==> config.mk <==
export PLATFORM = sky130hd
export DESIGN_NAME = trpp_rate_div
export DESIGN_NICKNAME = d
export VERILOG_FILES = /design/src/trpp_pkg.sv /design/src/trpp_rate_div.sv
export SDC_FILE = /design/constraint.sdc
export NUM_CORES = 2
export LEC_CHECK = 0
export BUFFER_PORTS_ARGS = -buffer_cell sky130_fd_sc_hd__buf_2
export CAP_MARGIN = 30
export CORE_MARGIN = 10
export CORE_UTILIZATION = 63
export DETAILED_ROUTE_END_ITERATION = 12
export PLACE_DENSITY = 0.89
export SKIP_CTS_REPAIR_TIMING = 1
export SLEW_MARGIN = 0
export SYNTH_ARGS = -nofsm -noshare
export SYNTH_HDL_FRONTEND = slang
export SYNTH_SLANG_ARGS = --single-unit
==> constraint.sdc <==
create_clock -name clk -period 3.9 [get_ports clk]
set_input_delay 0.78 -clock clk [delete_from_list [all_inputs] [get_ports clk]]
set_output_delay 0.78 -clock clk [all_outputs]
set_load 0.05 [all_outputs]
==> src/trpp_pkg.sv <==
// ----------------------------------------------------------------------------
// trpp_pkg
// Shared types, constants and the status code mapping for the time-of-flight
// range result post-processor.
// ----------------------------------------------------------------------------
package trpp_pkg;

	localparam int GAIN_W      = 11;
	localparam int GAIN_SHIFT  = 11;
	localparam int RATE_W      = 16;
	localparam int STATUS_W    = 4;

	localparam logic [26:0] ROUND_HALF    = 27'h0000400;
	localparam logic [15:0] CLIP16        = 16'hFFFF;
	localparam logic [15:0] SPAD_MIDPOINT = 16'h8000;
	localparam logic [15:0] TARGET_RESET  = 16'h0A00;
	localparam logic [10:0] GAIN_RESET    = 11'd2011;

	localparam logic REG_TARGET_RATE = 1'b0;
	localparam logic REG_RANGE_GAIN  = 1'b1;

	typedef enum logic [3:0] {
		ST_NONE        = 4'd0,
		ST_HW_FAIL     = 4'd1,
		ST_MIN_RANGE   = 4'd2,
		ST_SYNC        = 4'd3,
		ST_OUT_OF_BND  = 4'd4,
		ST_SIGNAL_FAIL = 4'd5,
		ST_SIGMA_FAIL  = 4'd6,
		ST_WRAP_FAIL   = 4'd7,
		ST_XTALK_FAIL  = 4'd8,
		ST_MIN_CLIPPED = 4'd9,
		ST_NO_WRAP     = 4'd10,
		ST_VALID       = 4'd11
	} status_t;

	typedef struct packed {
		logic [15:0] scaled_mm;
		logic [3:0]  status_code;
		logic        spads_zero;
	} rate_side_t;

	typedef struct packed {
		logic [15:0] scaled_mm;
		logic [3:0]  status_code;
	} req_side_t;

	function automatic status_t map_status(input logic [7:0] code, input logic [7:0] stream);
		status_t res;
		begin
			case (code)
				8'd1, 8'd2, 8'd3, 8'd17: res = ST_HW_FAIL;
				8'd13: res = ST_MIN_RANGE;
				8'd18: res = ST_SYNC;
				8'd5: res = ST_OUT_OF_BND;
				8'd4: res = ST_SIGNAL_FAIL;
				8'd6: res = ST_SIGMA_FAIL;
				8'd7: res = ST_WRAP_FAIL;
				8'd12: res = ST_XTALK_FAIL;
				8'd8: res = ST_MIN_CLIPPED;
				8'd9: res = (stream == 8'd0) ? ST_NO_WRAP : ST_VALID;
				default: res = ST_NONE;
			endcase
			return res;
		end
	endfunction

endpackage

==> src/trpp_rate_div.sv <==
// ----------------------------------------------------------------------------
// trpp_rate_div
// Pipelined restoring divider, one quotient bit per stage, that forms the
// count rate per SPAD as (rate_sum << 16) / spads. Side data travels along.
// ----------------------------------------------------------------------------
module trpp_rate_div
	import trpp_pkg::*;
#(
	parameter int SIDE_W = 21
) (
	input  logic              clk,
	input  logic              arst_n,
	input  logic              en,
	input  logic              in_valid,
	input  logic [15:0]       rate_sum,
	input  logic [15:0]       spads,
	input  logic [SIDE_W-1:0] in_side,
	output logic              out_valid,
	output logic [31:0]       per_spad,
	output logic [SIDE_W-1:0] out_side
);

	localparam int N = 32;

	logic              v_s    [0:N-1];
	logic [15:0]       rem_s  [0:N-1];
	logic [31:0]       num_s  [0:N-1];
	logic [15:0]       div_s  [0:N-1];
	logic [SIDE_W-1:0] side_s [0:N-1];

	for (genvar k = 0; k < N; k++) begin : g_step
		logic              v_in;
		logic [15:0]       r_in;
		logic [31:0]       n_in;
		logic [15:0]       d_in;
		logic [SIDE_W-1:0] sd_in;
		logic [16:0]       r2;
		logic [15:0]       diff;
		logic              ge;

		if (k == 0) begin : g_first
			assign v_in  = in_valid;
			assign r_in  = 16'd0;
			assign n_in  = {rate_sum, 16'd0};
			assign d_in  = spads;
			assign sd_in = in_side;
		end else begin : g_next
			assign v_in  = v_s[k-1];
			assign r_in  = rem_s[k-1];
			assign n_in  = num_s[k-1];
			assign d_in  = div_s[k-1];
			assign sd_in = side_s[k-1];
		end

		assign r2   = {r_in, n_in[31]};
		assign diff = r2[15:0] - d_in;
		assign ge   = (r2 >= {1'b0, d_in});

		always_ff @(posedge clk or negedge arst_n) begin
			if (!arst_n) begin
				v_s[k] <= 1'b0;
			end else if (en) begin
				v_s[k] <= v_in;
			end
		end

		always_ff @(posedge clk) begin
			if (en) begin
				rem_s[k]  <= ge ? diff : r2[15:0];
				num_s[k]  <= {n_in[30:0], ge};
				div_s[k]  <= d_in;
				side_s[k] <= sd_in;
			end
		end
	end

	assign out_valid = v_s[N-1];
	assign per_spad  = num_s[N-1];
	assign out_side  = side_s[N-1];

endmodule

Yosys cells after proc, flatten, opt, wreduce, memory -nomap -nowiden
Memory sizes are Yosys's and may differ from the RTL's. Cells that the tools add are included. Widths: inputs -> output; s select.

Add/subtract/negate cells: 32. $mul: 0. Div/mod/pow operators: 0. $lt $le $gt $ge: 32. Equal/unequal tests: 0. Shift operators: 0. Multiplexer cells: 34. Bitwise gates (word level): 0. Reduce and logical (&&, ||, !) cells: 0.

Operator list (count): $ge 17x16->1 (31); $mux 16 (32); $sub 16x16->16 (31); $ge 1x16->1 (1); $sub 1x16->16 (1); $mux 1 (2).

Register bits: 32. Latch bits: 0. Memory bits (writable): 2720. Memory bits (read-only): 0. Input bits: 57. Logic and storage cells: 134. Memories kept: 4.

Memories: num_s (depth 32, bits a word 32, read ports 32, clocked after Yosys merged registers in 0, wr ports 32, line trpp_rate_div.sv:27) `logic [31:0] num_s [0:N-1];`; side_s (depth 32, bits a word 21, read ports 32, clocked after Yosys merged registers in 0, wr ports 32, line trpp_rate_div.sv:29) `logic [SIDE_W-1:0] side_s [0:N-1];`; div_s (depth 32, bits a word 16, read ports 31, clocked after Yosys merged registers in 0, wr ports 32, line trpp_rate_div.sv:28) `logic [15:0] div_s [0:N-1];`; rem_s (depth 32, bits a word 16, read ports 31, clocked after Yosys merged registers in 0, wr ports 32, line trpp_rate_div.sv:26) `logic [15:0] rem_s [0:N-1];`.

Logic depth before layout (Yosys ltp)
An unclocked memory read counts as a cell.

Depth in word-level cells: 3. Depth in mapped cells: 13.

Least setup slack after synthesis
Ideal clock, no wire load.

Path type: register to register. Start: memory rem_s[16][0], in the netlist rem_s[1][0]. End: memory rem_s[17][3], in the netlist rem_s[1][19] (data pin). Setup time: 260 ps. Data arrival time: 2584 ps. Required time: 3640 ps. Slack: 1056 ps. Stages on the path, launching flop included: 10. Buffers on the path: 1. Period minus slack after synthesis: 2844 ps. Path through: edfxtp_1 > ha_1 > nor2b_1 > o31a_1 > o31ai_1 > a31oi_1 > a311o_1 > a41oi_1 > buf_4 > mux2_2.

RTL lines (line): from (decl) (trpp_rate_div.sv:26).

==> results.yml <==
outcome:
  status: "completed"
route:
  wire_per_inst_um: 20.4
  drc: 0
  dr_total_vias: 55300
  vias_per_cell: 5.93
  first_iter_violations: 5036
  wirelength_um: 190000
  dr.pass1.iters: 7
  final_antenna_net_count: 0
placed_design:
  post-place-ws_ns: 0.359
  place_congestion: 0.900
  dp.final_hpwl_um: 127000
  port_buffers: 110
clock_network:
  cts_max_level: 4
  numClockSinks: 2344
  clock_latency_ns: 0.90
  clockBufferDepth: 3
  path_clk_slew_ns: 0.07
  root_buffer: "clkbuf_16"
  tritoncts: "done"
  numCtsBuffers: 224
synth:
  synth_area_leaders: "edfxtp_1 69%, ha_1 6.2%, mux2_2 2.7%, inv_1 2.5%, xnor2_1 1.7%"
  synthArstFlopShare: 0.0137
  synth_fp_nets: 7281
  postSynthCellCount: 6697
  yosys.area.top_type: "edfxtp_1"
  synth.ff_latch_count: 2344
  yosysWarnings: 0
  synth_edf_count: 2312
  synth_area_per_cell_um2: 15.0
  synth.cell_area_um2: 101000
  synth_common_cells: "2,312 x edfxtp_1, 658 x inv_1, 497 x ha_1, 307 x nor2_1, 299 x nand2_1"
  ys_types: 103
  synth_top_area_frac: 0.691
  yosysSeqAreaShare: 0.699
  yosysMostFrequentCell: "edfxtp_1"
  synthFlopType: "edfxtp_1"
global_routing:
  grt_first_pass_wirelength_um: 299000
  grt_max_degree: 123
  grt_pass1_vias: 55400
  grt_overflow: 0
  antenna_found_initial: 7
  gr-usage-all-layers: 0.214
layout:
  drive_gt1_frac: 0.125
  nets: 7644
  antenna_cells: 0
  areaGrowthSynthToFinish_pct: 11.5
worst_setup_path:
  endpoint_kind: "register"
  crit_type: "register to register"
  cp_cell_sequence: "inv_1, ha_1, nor2b_4, o21ai_2, a21oi_2, o41a_1, a221o_2, o2111ai_4, nand3_4, mux2_4"
  crit_family: "compound AO/OA/AOI/OAI gates"
  crit_path_top_delay_cell: "edfxtp_1"
  critPathArrivalTime_ns: 4.19
  cp-start-kind: "register"
  crit_fanout: 17
  cpPeakStageDelay_ns: 0.51
  cp.required_ns: 4.51
  critPathBufInv: 1
sta:
  fin_ws_ns: 0.317
  fin_tns_setup_ns: 0
  skew_ns: 0.0732
  max_slew_margin: 0.266
  hold_violations: 0
  finalCritPeriodShare: 0.919
  rsz0062_at_grt: "false"
  worst_pin_slew_ns: 1.10
  setup_viol: 0
  fmax_mhz: 279
  period_minus_slack_ns: 3.58
  finalMaxSlewViolations: 0
job:
  cap_violations: 0
floorplanning:
  initial_core_util: 0.634
  core-area_um2: 159000
  die_h_um: 419
  dieArea_um2: 176000
  ios: 111
  rows: 146
  die_w_um: 419
power:
  peakVddDrop_v: 0.000586
  p_leak_nw: 43.0
  power.density_nw_per_um2: 777
hold_path:
  hold_class: "input pin to register"
[cell type report]
| type | count | area [um2] |
|---|---|---|
| Clock buffer | 264 | 5760 |
| Clock inverter | 150 | 1810 |
| Fill cell | 9776 | 46500 |
| Inverter | 660 | 2480 |
| Multi-Input combinational cell | 3610 | 27400 |
| Sequential cell | 2344 | 70200 |
| Tap cell | 2072 | 2590 |
| Timing Repair Buffer | 220 | 1780 |
[per-stage QoR]
stage	utilization	total power, mW	instance area (um2)	hold slack [ns]	instances
after detailed placement	0.659	64.5	104000	0.405	8903
after CTS	0.706	87.0	112000	-0.0764	9317
after floorplan	-	57.1	101000	0.400	6697
after global placement	0.658	63.3	104000	0.400	8901
after global routing	0.707	91.6	112000	0.0246	9320
final	0.707	87.0	112000	0.0681	9320
[metal layers]
layer,global-route usage,vias to the layer above,routed length [um],share of wire
li1,-,25900,-,-
met1,0.281,26800,78300,0.41
met2,0.358,2059,92300,0.49
met3,0.0367,486,12000,0.063
met4,0.0805,4,7170,0.038
met5,0,-,26,0.00014
[sequential cells by signal (all words and copies together), names as in the netlist]
| signal | cells |
|---|---|
| side_s | 672 |
| num_s | 648 |
| div_s | 496 |
| rem_s | 496 |
| g_step.v_in | 31 |
| out_valid | 1 |
[final timing paths]
kind                       slack, ns  depth (start not counted)           from               to
hold reg to reg                 0.38                          0  side_s[3][78]    side_s[4][15]
max in group asynchronous       2.93                          2         arst_n  g_step[14].v_in
hold / removal                  0.07                          1     in_side[6]     side_s[0][6]
setup reg to reg                0.32                         10    div_s[7][1]    rem_s[0][139]
setup / recovery                0.32                         10    div_s[7][1]    rem_s[0][139]
min in group asynchronous       0.50                          2         arst_n        out_valid
[worst register-to-register path, cell delays in order (launching register included)]
cell       delay [ns]
edfxtp_1         0.51
inv_1            0.13
ha_1             0.35
nor2b_4          0.15
o21ai_2          0.22
a21oi_2          0.13
o41a_1           0.37
a221o_2          0.46
o2111ai_4        0.25
nand3_4          0.33
mux2_4           0.41
[cell families after synthesis]
kind of cell / count (synthesis) / share of synthesized area
multiplexers: 321 / 0.0365
buffers and inverters: 743 / 0.0290
adder cells (fa/ha/maj): 527 / 0.0678
AO/OA/AOI/OAI: 1199 / 0.0798
flip-flops: 2344 / 0.699
AND/OR/NAND/NOR: 1262 / 0.0620
XOR/XNOR: 301 / 0.0262
[report_power, final]
| group | leakage [nW] | switching (mW) | internal, mW |
|---|---|---|---|
| Clock | 3.64 | 9.35 | 12.5 |
| Sequential | 23.0 | 2.59 | 33.8 |
| Combinational | 16.4 | 16.0 | 12.8 |
| Total | 43.0 | 27.9 | 59.1 |
[cells in the final DEF, fill, tap and decap left out, types with 41 or more instances in the layout]
cell type / Yosys / final
buf_4: 12 / 77
a21o_1: 107 / 107
o21a_1: 80 / 80
nand3_1: 102 / 102
clkbuf_16: 0 / 224
nor2_1: 307 / 307
a31oi_1: 43 / 43
o31ai_1: 41 / 41
clkinv_2: 0 / 43
clkinv_1: 0 / 45
nor2b_1: 86 / 86
ha_1: 497 / 497
buf_2: 21 / 109
xor2_1: 108 / 108
nor3_1: 112 / 112
mux2_2: 240 / 240
o21ai_0: 269 / 269
a211oi_1: 43 / 43
nand2b_1: 75 / 75
xnor2_1: 193 / 193
inv_1: 658 / 658
edfxtp_1: 2312 / 2312
nand4_1: 69 / 69
nand2_1: 299 / 299
a21oi_1: 281 / 281
Power figures use the tool's default switching activity.
