[src/trpp_pkg.sv]
// ----------------------------------------------------------------------------
// trpp_pkg
// Shared types, constants and the status code mapping for the time-of-flight
// range result post-processor.
// ----------------------------------------------------------------------------
package trpp_pkg;

	localparam int GAIN_W      = 11;
	localparam int GAIN_SHIFT  = 11;
	localparam int RATE_W      = 16;
	localparam int STATUS_W    = 4;

	localparam logic [26:0] ROUND_HALF    = 27'h0000400;
	localparam logic [15:0] CLIP16        = 16'hFFFF;
	localparam logic [15:0] SPAD_MIDPOINT = 16'h8000;
	localparam logic [15:0] TARGET_RESET  = 16'h0A00;
	localparam logic [10:0] GAIN_RESET    = 11'd2011;

	localparam logic REG_TARGET_RATE = 1'b0;
	localparam logic REG_RANGE_GAIN  = 1'b1;

	typedef enum logic [3:0] {
		ST_NONE        = 4'd0,
		ST_HW_FAIL     = 4'd1,
		ST_MIN_RANGE   = 4'd2,
		ST_SYNC        = 4'd3,
		ST_OUT_OF_BND  = 4'd4,
		ST_SIGNAL_FAIL = 4'd5,
		ST_SIGMA_FAIL  = 4'd6,
		ST_WRAP_FAIL   = 4'd7,
		ST_XTALK_FAIL  = 4'd8,
		ST_MIN_CLIPPED = 4'd9,
		ST_NO_WRAP     = 4'd10,
		ST_VALID       = 4'd11
	} status_t;

	typedef struct packed {
		logic [15:0] scaled_mm;
		logic [3:0]  status_code;
		logic        spads_zero;
	} rate_side_t;

	typedef struct packed {
		logic [15:0] scaled_mm;
		logic [3:0]  status_code;
	} req_side_t;

	function automatic status_t map_status(input logic [7:0] code, input logic [7:0] stream);
		status_t res;
		begin
			case (code)
				8'd1, 8'd2, 8'd3, 8'd17: res = ST_HW_FAIL;
				8'd13: res = ST_MIN_RANGE;
				8'd18: res = ST_SYNC;
				8'd5: res = ST_OUT_OF_BND;
				8'd4: res = ST_SIGNAL_FAIL;
				8'd6: res = ST_SIGMA_FAIL;
				8'd7: res = ST_WRAP_FAIL;
				8'd12: res = ST_XTALK_FAIL;
				8'd8: res = ST_MIN_CLIPPED;
				8'd9: res = (stream == 8'd0) ? ST_NO_WRAP : ST_VALID;
				default: res = ST_NONE;
			endcase
			return res;
		end
	endfunction

endpackage

[src/trpp_req_div.sv]
// ----------------------------------------------------------------------------
// trpp_req_div
// Pipelined restoring divider for the SPAD request, (target << 16) / per_spad,
// with an overflow check up front that clips the result to 16 bits and the
// midpoint fallback applied at the end.
// ----------------------------------------------------------------------------
module trpp_req_div
	import trpp_pkg::*;
#(
	parameter int SIDE_W = 20
) (
	input  logic              clk,
	input  logic              arst_n,
	input  logic              en,
	input  logic              in_valid,
	input  logic [15:0]       target,
	input  logic [31:0]       per_spad,
	input  logic              in_fallback,
	input  logic [SIDE_W-1:0] in_side,
	output logic              out_valid,
	output logic [15:0]       request,
	output logic              fallback,
	output logic [SIDE_W-1:0] out_side
);

	localparam int N = 16;

	logic              v_pre_q;
	logic [31:0]       rem_pre_q;
	logic [31:0]       div_pre_q;
	logic              ovf_pre_q;
	logic              fb_pre_q;
	logic [SIDE_W-1:0] side_pre_q;

	always_ff @(posedge clk or negedge arst_n) begin
		if (!arst_n) begin
			v_pre_q <= 1'b0;
		end else if (en) begin
			v_pre_q <= in_valid;
		end
	end

	always_ff @(posedge clk) begin
		if (en) begin
			rem_pre_q  <= {16'd0, target};
			div_pre_q  <= per_spad;
			ovf_pre_q  <= ({16'd0, target} >= per_spad);
			fb_pre_q   <= in_fallback;
			side_pre_q <= in_side;
		end
	end

	logic              v_s    [0:N-1];
	logic [31:0]       rem_s  [0:N-1];
	logic [15:0]       quo_s  [0:N-1];
	logic [31:0]       div_s  [0:N-1];
	logic              ovf_s  [0:N-1];
	logic              fb_s   [0:N-1];
	logic [SIDE_W-1:0] side_s [0:N-1];

	for (genvar k = 0; k < N; k++) begin : g_step
		logic              v_in;
		logic [31:0]       r_in;
		logic [15:0]       q_in;
		logic [31:0]       d_in;
		logic              o_in;
		logic              f_in;
		logic [SIDE_W-1:0] sd_in;
		logic [32:0]       r2;
		logic [31:0]       diff;
		logic              ge;

		if (k == 0) begin : g_first
			assign v_in  = v_pre_q;
			assign r_in  = rem_pre_q;
			assign q_in  = 16'd0;
			assign d_in  = div_pre_q;
			assign o_in  = ovf_pre_q;
			assign f_in  = fb_pre_q;
			assign sd_in = side_pre_q;
		end else begin : g_next
			assign v_in  = v_s[k-1];
			assign r_in  = rem_s[k-1];
			assign q_in  = quo_s[k-1];
			assign d_in  = div_s[k-1];
			assign o_in  = ovf_s[k-1];
			assign f_in  = fb_s[k-1];
			assign sd_in = side_s[k-1];
		end

		assign r2   = {r_in, 1'b0};
		assign diff = r2[31:0] - d_in;
		assign ge   = (r2 >= {1'b0, d_in});

		always_ff @(posedge clk or negedge arst_n) begin
			if (!arst_n) begin
				v_s[k] <= 1'b0;
			end else if (en) begin
				v_s[k] <= v_in;
			end
		end

		always_ff @(posedge clk) begin
			if (en) begin
				rem_s[k]  <= ge ? diff : r2[31:0];
				quo_s[k]  <= {q_in[14:0], ge};
				div_s[k]  <= d_in;
				ovf_s[k]  <= o_in;
				fb_s[k]   <= f_in;
				side_s[k] <= sd_in;
			end
		end
	end

	assign out_valid = v_s[N-1];
	assign fallback  = fb_s[N-1];
	assign out_side  = side_s[N-1];
	assign request   = fb_s[N-1]  ? SPAD_MIDPOINT :
	                   ovf_s[N-1] ? CLIP16 : quo_s[N-1];

endmodule

[config.mk]
export PLATFORM = sky130hd
export DESIGN_NAME = trpp_req_div
export DESIGN_NICKNAME = d
export VERILOG_FILES = /design/src/trpp_pkg.sv /design/src/trpp_req_div.sv
export SDC_FILE = /design/constraint.sdc
export NUM_CORES = 2
export LEC_CHECK = 0
export ABC_AREA = 1
export ABC_CLOCK_PERIOD_IN_PS = 5400
export BUFFER_PORTS_ARGS = -buffer_cell sky130_fd_sc_hd__buf_2
export CAP_MARGIN = 0
export CORE_MARGIN = 10
export CORE_UTILIZATION = 60
export DETAILED_ROUTE_END_ITERATION = 8
export PLACE_DENSITY = 0.76
export SLEW_MARGIN = 20
export SYNTH_ARGS = -nofsm -noshare
export SYNTH_HDL_FRONTEND = slang
export SYNTH_SLANG_ARGS = --single-unit
[constraint.sdc]
create_clock -name clk -period 5.4 [get_ports clk]
set_input_delay 0 -clock clk [delete_from_list [all_inputs] [get_ports clk]]
set_output_delay 0 -clock clk [all_outputs]
set_load 0.005 [all_outputs]
=== Yosys cells after proc, flatten, opt, wreduce, memory -nomap -nowiden ===
Memory sizes are Yosys's and may differ from the RTL's.
Cells that the tools add are included.

* Register bits after elaboration: 87
* Bits in writable memories: 1632
* Input bits: 73
* Output and inout port bits: 38
* Logic and storage cells: 81
* Memories: 6

{| class="wikitable"
|+ Memories
! memory !! depth !! width !! rd ports !! clocked after Yosys merged registers in !! wr ports !! line !! text
|-
| div_s || 16 || 32 || 15 || 0 || 16 || trpp_req_div.sv:56 || <nowiki>logic [31:0] div_s [0:N-1];</nowiki>
|-
| rem_s || 16 || 32 || 15 || 0 || 16 || trpp_req_div.sv:54 || <nowiki>logic [31:0] rem_s [0:N-1];</nowiki>
|-
| side_s || 16 || 20 || 16 || 0 || 16 || trpp_req_div.sv:59 || <nowiki>logic [SIDE_W-1:0] side_s [0:N-1];</nowiki>
|-
| quo_s || 16 || 16 || 16 || 0 || 16 || trpp_req_div.sv:55 || <nowiki>logic [15:0] quo_s [0:N-1];</nowiki>
|-
| fb_s || 16 || 1 || 16 || 0 || 16 || trpp_req_div.sv:58 || <nowiki>logic fb_s [0:N-1];</nowiki>
|-
| ovf_s || 16 || 1 || 16 || 0 || 16 || trpp_req_div.sv:57 || <nowiki>logic ovf_s [0:N-1];</nowiki>
|}

* $add $sub $neg: 16
* Order comparisons: 17
* Multiplexer cells: 20

{| class="wikitable"
|+ Operators with widths
! operator !! number
|-
| $mux W32 || 16
|-
| $ge A33 B32 Y1 || 15
|-
| $sub A32 B32 Y32 || 15
|-
| $ge A16 B32 Y1 || 1
|-
| $ge A17 B32 Y1 || 1
|-
| $mux W16 || 2
|-
| $sub A17 B32 Y32 || 1
|-
| $mux W1 || 2
|}

=== Longest topological paths before layout ===
An unclocked memory read counts as a cell.

* Depth after elaboration: 3
* Gate-level depth with buffers: 17
* Depth with buffers taken out: 15

=== Least setup slack after synthesis ===
Ideal clock, no wire load.

* Kind: register -> register
* Start: memory rem_s[3][26] (netlist: rem_s[0][122])
* End: memory rem_s[4][24] (netlist: rem_s[0][152]), data pin
* Library setup time: 253 ps
* Data arrival time: 1720 ps
* Required time: 5147 ps
* Path slack: 3427 ps
* Stages on the path, launching flop included: 13
* Path buffers: 1
* Clock period less this slack: 1973 ps
* Cell sequence: edfxtp_1 -> ha_1 -> nand2_2 -> inv_1 -> a21oi_1 -> nor2_1 -> nor2_1 -> nand2_1 -> nor2_4 -> nand2_8 -> buf_8 -> nand3_2 -> nand2_1

{| class="wikitable"
|+ RTL lines
! element !! line
|-
| start, declared || trpp_req_div.sv:54
|}

==> flow_metrics.py <==
metrics = {
    "run_status": {
        "status": "finished, final reports clean",
    },
    "cells_and_area": {
        "area_growth_pct": 10.2,
        "final_nets": 12181,
        "final_area_sq_um": 102000,
        "drive_gt1_frac": 0.0553,
        "multi_input_area_sq_um": 37300,
        "fillCellCount": 12262,
        "seqCellArea_sq_um": 46000,
    },
    "worst_setup_path": {
        "rrSetupSlack_ns": 1.78,
        "r2r_end": "rem_s[0][127]$_DFFE_PP_",
        "critPathLaunchType": "flop",
        "cp-startpoint": "div_s[0][94]$_DFFE_PP_",
        "endpoint": "rem_s[0][127]$_DFFE_PP_",
        "r2r-start": "div_s[0][94]$_DFFE_PP_",
        "worstPathArrival_ns": 4.34,
        "critPathCaptureType": "flop",
        "rr_worst_depth": 11,
        "cp.required_ns": 6.11,
        "cp_max_fo": 33,
        "path_class": "reg -> reg",
    },
    "clock_tree": {
        "cts_buffers": 161,
        "clkTransAtPathRegs_ns": 0.08,
        "root_buffer": "clkbuf_16",
        "clock_path_buffers": 3,
        "clk_latency_ns": 0.84,
        "htree_levels": 4,
        "cts_sinks": 1535,
        "cts_tree": "built",
        "cts_setup_buffers": 0,
    },
    "run": {
        "maxCapViolations": 0,
    },
    "floorplan": {
        "io_pins": 111,
        "die_x_um": 413,
        "dieArea_sq_um": 171000,
        "num_rows": 144,
        "coreArea_sq_um": 154000,
        "die_h_um": 413,
        "initial_utilization": 0.603,
    },
    "grt": {
        "antenna_found_initial": 4,
        "grt_pass1_wl_um": 462000,
        "gr-total-overflow": 0,
        "grt_max_degree": 187,
        "track_usage": 0.359,
        "grt_pass1_vias": 77214,
    },
    "place": {
        "gp_congestion": 1.08,
        "hpwlAfterDp_um": 238000,
        "placed_area_sq_um": 95200,
        "place_ws_ns": 2.01,
        "io_buffers": 110,
    },
    "sta": {
        "setup_viol": 0,
        "tightest_slew_ns": 1.17,
        "rsz0062_at_grt": "false",
        "hold_viol": 0,
        "fin_crit_ns": 3.62,
        "fin_ws_ns": 1.78,
        "relSlewSlack": 0.223,
        "drv_slew": 0,
        "fin_setup_tns_ns": 0,
        "fmax_mhz": 276,
        "fin_skew_ns": 0.0716,
        "finalCritPeriodShare": 0.671,
    },
    "routing": {
        "wl_per_cell_um": 22.6,
        "viasPerCell": 5.55,
        "drt_pass1_iterations": 8,
        "post-route-drc-count": 0,
        "wirelength_um": 311000,
        "drtIter0Drc": 7502,
        "ant_nets": 0,
        "num_vias": 76476,
    },
    "synthesis": {
        "synth_cell_types": 47,
        "syn_area_per_cell_sq_um": 8.24,
        "yosys_warnings": 0,
        "syn-cell-area_sq_um": 92800,
        "ys_ff_latch": 1535,
        "async_flop_share": 0.0111,
        "seq_area_frac_synth": 0.496,
        "syn-num-nets": 11859,
        "synthFlopType": "edfxtp_1",
        "syn_inst": 11259,
        "synth_edf_count": 1518,
    },
    "power": {
        "leakage_nw": 50.9,
        "ir_drop_v": 0.000395,
        "powerDensity_nw_per_um2": 523,
    },
    "hold_path": {
        "hp-class": "in -> reg",
    },
}
==> power by group <==
group / total, mW / leakage (nW) / switching [mW] / internal, mW
clock: 11.8 / 2.66 / 5.26 / 6.53
sequential: 18.1 / 15.1 / 1.87 / 16.2
combinational: 23.6 / 33.1 / 16.5 / 7.12
total: 53.4 / 50.9 / 23.6 / 29.9
==> cells in the final DEF, fill, tap and decap left out, types with 15 or more instances in the layout <==
master	netlist	layout
and2_1	116	116
nor3_2	17	17
buf_2	58	109
bufinv_16	0	19
nor3_1	113	113
nor2_1	617	617
a21oi_1	341	341
clkbuf_16	0	161
nand3b_1	145	145
fa_1	15	15
buf_4	8	26
edfxtp_1	1518	1518
dfrtp_1	17	17
o21ai_0	39	39
nand4_1	55	55
clkbuf_1	6	22
nand2_1	4238	4238
ha_1	512	512
nor2_2	26	26
inv_1	2206	2206
nand3_2	89	89
dlygate4sd3_1	0	143
nand3_1	690	690
xor2_1	192	192
clkinv_1	1	32
nand2_2	49	49
clkinv_2	0	26
xnor2_1	15	15
==> how the worst min path moves through the flow <==
| stage | to | from | slack [ns] | cells after the start |
|---|---|---|---|---|
| 2_1_floorplan | g_step[0].v_in$_DFFE_PN0P_ | arst_n | -0.30 | 0 |
| 4_1_cts | g_step[0].o_in$_DFFE_PP_ | per_spad[28] | 0.21 | 5 |
| 6_report | g_step[0].o_in$_DFFE_PP_ | per_spad[29] | 0.31 | 5 |
| 3_5_place_dp | g_step[0].v_in$_DFFE_PN0P_ | arst_n | -0.06 | 1 |
| 5_1_grt | g_step[0].o_in$_DFFE_PP_ | per_spad[29] | 0.32 | 5 |
| 3_3_place_gp | g_step[0].v_in$_DFFE_PN0P_ | arst_n | -0.07 | 1 |
==> routing by layer <==
metal  part of all wire  global-route usage  wire length (um)
met3              0.070              0.0737             21900
met4               0.11               0.313             33700
met2               0.49               0.637            153000
met5            0.00011                   0                33
met1               0.33               0.356            102000
==> state kept, by name, indices dropped and copies added, names as in the netlist <==
name and count:
g_step.o_in 1, div_pre_q 32, fb_pre_q 1, div_s 480
quo_s 136, g_step.v_in 16, g_step.sd_in 20, ovf_s 16
out_valid 1, rem_s 480, fb_s 16, side_s 320
g_step.r_in 16
==> critical path, stage by stage, from the launching register on <==
cell and delay [ns]:
edfxtp_1 0.42, inv_1 0.07, ha_1 0.75, nand4_1 0.64, nor3_1 0.33, nand2_1 0.12
nand2_1 0.13, nor2_4 0.09, buf_4 0.27, nand2_8 0.32, nand3_1 0.16, nand2_1 0.14
==> through the flow <==
step / utilization / hold WS, ns / power [mW] / instances
final: 0.664 / 0.309 / 53.4 / 13768
after global routing: 0.664 / 0.322 / 56.4 / 13763
after CTS: 0.664 / 0.213 / 52.8 / 13763
after detailed placement: 0.619 / -0.0579 / 41.0 / 13319
after global placement: 0.619 / -0.0736 / 40.5 / 13318
after floorplan: - / -0.296 / 33.3 / 11259
==> cell type report <==
type,instances,area share
Timing Repair Buffer,288,0.0232
Multi-Input combinational cell,7371,0.365
Inverter,2224,0.0818
Clock buffer,183,0.0402
Tap cell,2044,0.0250
Sequential cell,1535,0.450
Clock inverter,118,0.0144
Antenna cell,5,0.000122
==> cells in the mapped netlist, types with 17 or more instances <==
cell      number  area share
a21oi_1      341       0.018
dfrtp_1       17      0.0046
nand3b_1     145       0.012
inv_1       2206       0.089
nand2_2       49      0.0033
buf_2         58      0.0031
nor3_1       113      0.0061
edfxtp_1    1518        0.49
nor3_2        17      0.0018
nor2_1       617       0.025
and2_1       116      0.0078
ha_1         512       0.069
nand2_1     4238        0.17
xor2_1       192       0.018
nor2_2        26      0.0018
buf_6         49      0.0059
nand3_2       89      0.0096
nand3_1      690       0.037
nand4_1       55      0.0037
o21ai_0       39      0.0021
==> what timing repair did <==
item / 4_1_cts / 5_1_grt
resized for setup: 0 / 0
hold buffers: 143 / 0
hold endpoints to repair: 222 / 0
==> logic make-up after synthesis <==
kind of cell,after synthesis,synth area share
flops,1535,0.496
xor+xnor,207,0.0195
simple gates,6213,0.286
buf+inv,2353,0.101
fa+ha+maj,527,0.0723
compound gates,423,0.0241
mux,1,0.000121
Power figures use the tool's default switching activity.
